**src/hw/rtl/semantic_layout_distance_top_assert.svh**
```systemverilog
// Assertion macros for the semantic layout distance block.
// Included by the modules that carry concurrent assertions; no other dependencies.
`ifndef SEMANTIC_LAYOUT_DISTANCE_TOP_ASSERT_SVH
`define SEMANTIC_LAYOUT_DISTANCE_TOP_ASSERT_SVH
`ifndef SYNTHESIS
`define SLD_ASSERT_ALWAYS(lbl, clk, rst_n, cond, msg) \
    lbl: assert property (@(posedge clk) disable iff (!rst_n) (cond)) else $error(msg);
`define SLD_ASSERT_IMPLY(lbl, clk, rst_n, ante, cons, msg) \
    lbl: assert property (@(posedge clk) disable iff (!rst_n) (ante) |-> (cons)) \
        else $error(msg);
`define SLD_ASSERT_NEXT(lbl, clk, rst_n, ante, cons, msg) \
    lbl: assert property (@(posedge clk) disable iff (!rst_n) (ante) |=> (cons)) \
        else $error(msg);
`else
`define SLD_ASSERT_ALWAYS(lbl, clk, rst_n, cond, msg)
`define SLD_ASSERT_IMPLY(lbl, clk, rst_n, ante, cons, msg)
`define SLD_ASSERT_NEXT(lbl, clk, rst_n, ante, cons, msg)
`endif
`endif

```
**src/hw/rtl/sld_pkg.sv**
```systemverilog
// Types and constants of the semantic layout distance block.
// No dependencies.
`timescale 1ns / 1ps
package sld_pkg;

    localparam int REL_POSITIONS = 9;
    localparam int NO_MATCH_DISTANCE = 256;
    localparam int DIST_ONES = 511;

    typedef struct packed {
        logic        func;
        logic [2:0]  color;
        logic [15:0] pos_x;
        logic [15:0] pos_y;
        logic        last;
    } t_req;

    typedef struct packed {
        logic [8:0] distance;
        logic       no_match;
    } t_rsp;

    // Class codes: 0 less, 1 equal, 2 greater.
    localparam logic [1:0] CMP_LT = 2'd0;
    localparam logic [1:0] CMP_EQ = 2'd1;
    localparam logic [1:0] CMP_GT = 2'd2;

    function automatic logic [3:0] rel_pos(input logic [1:0] cx, input logic [1:0] cy);
        logic [3:0] r;
        r = 4'd0;
        case ({cx, cy})
            {CMP_LT, CMP_LT}: r = 4'd2;
            {CMP_LT, CMP_EQ}: r = 4'd1;
            {CMP_LT, CMP_GT}: r = 4'd8;
            {CMP_EQ, CMP_LT}: r = 4'd3;
            {CMP_EQ, CMP_EQ}: r = 4'd0;
            {CMP_EQ, CMP_GT}: r = 4'd7;
            {CMP_GT, CMP_LT}: r = 4'd4;
            {CMP_GT, CMP_EQ}: r = 4'd5;
            {CMP_GT, CMP_GT}: r = 4'd6;
            default:          r = 4'd0;
        endcase
        return r;
    endfunction

endpackage

```
**src/hw/rtl/sld_bin.sv**
```systemverilog
// Histogram bin of a superpixel about a base: colour times nine plus relative position.
// Depends on sld_pkg.
`timescale 1ns / 1ps
module sld_bin #(
    parameter int COLOR_CLASSES = 8,
    parameter int COORD_BITS    = 16
) (
    input  logic [$clog2(COLOR_CLASSES)-1:0]                         i_color,
    input  logic [COORD_BITS-1:0]                                    i_x,
    input  logic [COORD_BITS-1:0]                                    i_y,
    input  logic [COORD_BITS-1:0]                                    i_base_x,
    input  logic [COORD_BITS-1:0]                                    i_base_y,
    output logic [$clog2(COLOR_CLASSES*sld_pkg::REL_POSITIONS)-1:0]  o_bin
);
    import sld_pkg::*;

    localparam int KW = $clog2(COLOR_CLASSES * REL_POSITIONS);

    logic [1:0] cx;
    logic [1:0] cy;
    logic [3:0] rel;

    always_comb begin
        cx  = (i_x < i_base_x) ? CMP_LT : ((i_x == i_base_x) ? CMP_EQ : CMP_GT);
        cy  = (i_y < i_base_y) ? CMP_LT : ((i_y == i_base_y) ? CMP_EQ : CMP_GT);
        rel = rel_pos(cx, cy);
        o_bin = KW'(KW'(i_color) * KW'(REL_POSITIONS)) + KW'(rel);
    end

endmodule

```
**config.mk**
```make
export PLATFORM = sky130hd
export DESIGN_NAME = sld_bin
export DESIGN_NICKNAME = d
export VERILOG_FILES = /design/src/hw/rtl/semantic_layout_distance_top_assert.svh /design/src/hw/rtl/sld_pkg.sv /design/src/hw/rtl/sld_bin.sv
export SDC_FILE = /design/constraint.sdc
export NUM_CORES = 1
export LEC_CHECK = 0
export BUFFER_PORTS_ARGS = -buffer_cell sky130_fd_sc_hd__buf_4
export CAP_MARGIN = 20
export CORE_UTILIZATION = 48
export DETAILED_ROUTE_END_ITERATION = 10
export PLACE_DENSITY = 0.93
export SYNTH_ARGS = -nofsm -noshare
export SYNTH_HDL_FRONTEND = slang
export SYNTH_SLANG_ARGS = --single-unit
```
**constraint.sdc**
```tcl
create_clock -name vclk -period 9.19
set_clock_uncertainty 0.05 [all_clocks]
set_input_delay 0.919 -clock vclk [all_inputs]
set_output_delay 0.919 -clock vclk [all_outputs]
set_load 0.01 [all_outputs]
```
# ---- Yosys cells after proc, flatten, opt, wreduce, memory -nomap -nowiden
# Memory sizes are Yosys's and may differ from the RTL's.
# Index checks and enable logic that the tools add are counted.
dict set report totals {
  ff_bits 0
  rom_bits 64
  output_inout_bits 7
  elab_cells 11
  mem_count 1
}
# memory depth width rd rd_ports_with_merged_regs write_ports line_no
set memory_table {}
lappend memory_table {{(no name shown)} 16 4 1 0 0 sld_pkg.sv:31} ;# case ({cx, cy})
dict set report op_classes {
  addsub 1
  multipliers 1
  order_cmp 2
  eq_ne 2
  n_mux 4
}
# operator n
set op_table {}
lappend op_table {{16-bit equality test} 2}
lappend op_table {{16-bit < comparator} 2}
lappend op_table {{2-bit two-way mux} 4}
lappend op_table {{7-bit by 4-bit adder with 7-bit output} 1}
lappend op_table {{3-bit by 4-bit multiplier with 7-bit output (second input constant)} 1}

# ---- Depth between registers and ports, before layout
# An unclocked memory read counts as a cell.
dict set report depth {
  depth_word 5
  mapped_depth 13
  mapped_depth_nobuf 13
}

# ---- Worst setup path after synthesis
# No wires, ideal clock.
dict set report synth_path {
  kind {input port to output port}
  from {in i_base_y[15]}
  to {out o_bin[5] in the netlist's numbering}
  arrival_ns 3.636
  required_ns 8.221
  slack_ns 4.585
  cell_stages 13
  path_buffers 0
  path_cell_list {inv_1 ha_1 nand4_2 nor4_4 a21bo_2 a31o_1 o22ai_1 ha_1 ha_1 fa_1 a21o_1 a21oi_1 xnor2_1}
}
dict set report synth_between {
  elab_chain_len 5
  word_cells_on_any_way 6
}
# item line_no
set synth_lines {}
lappend synth_lines {{start, declared} sld_bin.sv:12} ;# input logic [COORD_BITS-1:0] i_base_y,
lappend synth_lines {{parallel branches: the longest is 2 deep, another holds 16-bit < comparator} --}
lappend synth_lines {{2-bit two-way mux *} sld_bin.sv:25} ;# cy = (i_y < i_base_y) ? CMP_LT : ((i_y == i_base_y) ? CMP_EQ : CMP_GT);
lappend synth_lines {{memory read 16 x 4 bit *} --}
lappend synth_lines {{7-bit by 4-bit adder with 7-bit output *} sld_bin.sv:27} ;# o_bin = KW'(KW'(i_color) * KW'(REL_POSITIONS)) + KW'(rel);
lappend synth_lines {{end, declared} sld_bin.sv:13} ;# output logic [$clog2(COLOR_CLASSES*sld_pkg::REL_POSITIONS)-1:0] o_bin
# Mark *: on every way between the ends.

# ---- Worst setup path in the final report
dict set report layout_path {
  from {in i_y[15]}
  to {out o_bin[5] in the netlist's numbering}
}
dict set report layout_between {
  elab_chain_len 5
  word_cells_on_any_way 6
}
# item line_no
set layout_lines {}
lappend layout_lines {{start, declared} sld_bin.sv:10} ;# input logic [COORD_BITS-1:0] i_y,
lappend layout_lines {{parallel branches: the longest is 2 deep, another holds 16-bit < comparator} --}
lappend layout_lines {{2-bit two-way mux *} sld_bin.sv:25}
lappend layout_lines {{memory read 16 x 4 bit *} --}
lappend layout_lines {{7-bit by 4-bit adder with 7-bit output *} sld_bin.sv:27}
# Marks and branches as above.

==> results.md <==
* Ys Warns at 0
* Critical path's largest stage delay at 0.40 ns
* # IOs at 74
* Worst path slowest cell: fa_1
* Final HPWL from detailed placement at 2.92 mm
* Path category of the worst min-delay check: primary input to output port
* Area used by multi-input combinational logic at 991 um2
* Category of cells accounting for the largest share of critical-path delay: adder cells
* Buffers and inverters on the worst path at 2
* Pre-antenna DRT Iters at 6
* Portion of the post-synthesis area used by sequential elements at 0%
* Power per standard cell area at 53.4 mW/mm2
* IO buf count at 74
* Iteration-0 DRC Markers at 14
* Instance count along the most critical hold path at 3
* Yosys cell types at 28
* Post-CTS Setup Repair Bufs at 0
* First-pass GRT wire length at 5.28 mm
* Final Max Slew Viols at 0
* Sequential Area at 0 um2
* Most common cell type on the critical path: ha_1
* Setup repair after global routing missed its margin: false
* Post-detailed-route wirelength per cell at 12.9 um
* Largest area contributor in the netlist: ha_1
* Mean number of vias per cell at 5.38
* Post-layout total power at 90.9 uW
* Largest cells by area after synthesis: ha_1, inv_1, a21oi_1, nor4_4, nand4_2
* Clock Buffer Count at 0
* Rel. slew slack at 69.1%
* Sum of negative setup slack at 0 ns
* Post-route standard cell area excluding fillers at 0.00170 mm2
* Number of standard cells after synthesis at 142
* Outcome: finished, final reports clean
* Fin. Hold Viols at 0
* Type of the worst setup path: primary input to output port
* Layout fillers at 159
* Dominant cell by count in the synthesized netlist: ha_1
* Initial antenna violation count at 0
* Synthesized cell area at 0.00111 mm2
* Arrival time at the worst endpoint at 4.05 ns
* Critical path fanouts, max at 3
* Antenna diodes at 0
* Post-CTS Hold Fix Bufs at 0
* Via count of the first global-routing pass at 1438
* Slew at the pin with the worst max-slew slack at 0.463 ns
* Fraction of final layout cells with drive strength greater than 1 at 38.0%
* Area share of the largest cell type after synthesis at 45.0%
* Total gr overflow at 0
* Leakage at 0.00103 uW
* Mapped Nets at 250
* Vias post-DR at 1313
* Sequential cell count at 0
* Nature of the critical path endpoint: output port
* Remaining antenna violation count at 0
* Crit-path cells: buf_4 -> ha_1 -> nand4_2 -> nor4_4 -> a21bo_2 -> a31o_1 -> o22ai_1 -> ha_1 -> ha_1 -> fa_1 -> a21o_1 -> a21oi_1 -> xnor2_1 -> buf_4
* DRC violations left at 0
* Layout Area Growth over Synthesis at 53.2%
* NumNets Final at 326
* Height of the die at 50.1 um
* Starting density of the core at 50.7%
* Rows at 17
* Width of the die at 50.1 um
* Final setup violating endpoints at 0
* Placed cell areas at 0.00170 mm2
* Total die area at 0.00251 mm2
* Pin count of the biggest net entering global routing at 4
* Final critical delay including setup and external delays at 5.01 ns
* Mean cell area of the mapped netlist at 7.82 um2
* Total wirelength of the detailed-routed design at 3.14 mm
* Maximum clock rate at 0.199 GHz
* Reported max-cap violation count at 0
* Portion of the clock cycle consumed by the worst path in the final layout at 54.6%
* Worst vdd ir at 0.0000392 V
* Post-CTS sizing at 0
* Number of stages on the worst setup path at 14
* Total routing resource utilization after global routing at 26.4%
* Leading post-synthesis cells by instance count: ha_1, inv_1, a21oi_1
* Area of the placeable core at 0.00219 mm2
* Kind of start point of the critical path: primary input
* Gp weighted congestion at 0.834
* Required time at the endpoint of the critical path at 8.22 ns
area by class of cell:
class | count | share of cell area, %
well taps | 28 | 2.06
multi-input cells | 110 | 58.2
inverters | 32 | 7.06
repair buffers | 74 | 32.6
metal layers:
layer | up-vias | part of all wire [%] | global-route usage [%]
met4 | 0 | 2.2 | 9.52
met2 | 50 | 57 | 58.0
met1 | 600 | 37 | 23.8
li1 | 655 | - | -
met5 | - | 0 | 0
met3 | 8 | 3.9 | 1.54
cells by family (layout without fill, tap and decap cells):
logic type / Yosys count / in the layout / synth area share (%)
AO/OA/AOI/OAI: 35 / 35 / 19.5
XOR/XNOR: 4 / 4 / 3.15
adder cells (fa/ha/maj): 41 / 41 / 46.8
buffers and inverters: 32 / 106 / 10.8
AND/OR/NAND/NOR: 30 / 30 / 19.7
path summary, 6_finish.rpt:
check	from	end	slack [ns]
max	i_y[15]	o_bin[5]	4.18
min	i_color[2]	o_bin[6]	2.11
where the power goes:
group	switching (uW)	internal, uW
Sequential	0	0
Clock	0	0
Combinational	41.4	49.5
Total	41.4	49.5
per-stage QoR:
stage | utilization (%) | hold WS (ns) | instances | setup WS [ns]
2_1_floorplan | - | 1.88 | 142 | 4.58
3_3_place_gp | 77.7 | 2.08 | 244 | 4.32
3_5_place_dp | 77.7 | 2.11 | 244 | 4.19
4_1_cts | 77.7 | 2.11 | 244 | 4.19
5_1_grt | 77.7 | 2.12 | 244 | 4.01
6_report | 77.7 | 2.11 | 244 | 4.18
cells in the final DEF (no fill, tap or decap), drive strengths merged, types with 2 or more instances in the layout:
cell type	synthesis	layout
a21bo	2	2
a21o	4	4
a21oi	16	16
a31oi	3	3
and2	2	2
and3	2	2
and4	2	2
buf	0	74
ha	40	40
inv	32	32
nand2	7	7
nand3	2	2
nand4	7	7
nor2	2	2
nor2b	3	3
nor4	2	2
o21ai	6	6
xnor2	2	2
xor2	2	2
Power figures use the tool's default switching activity.
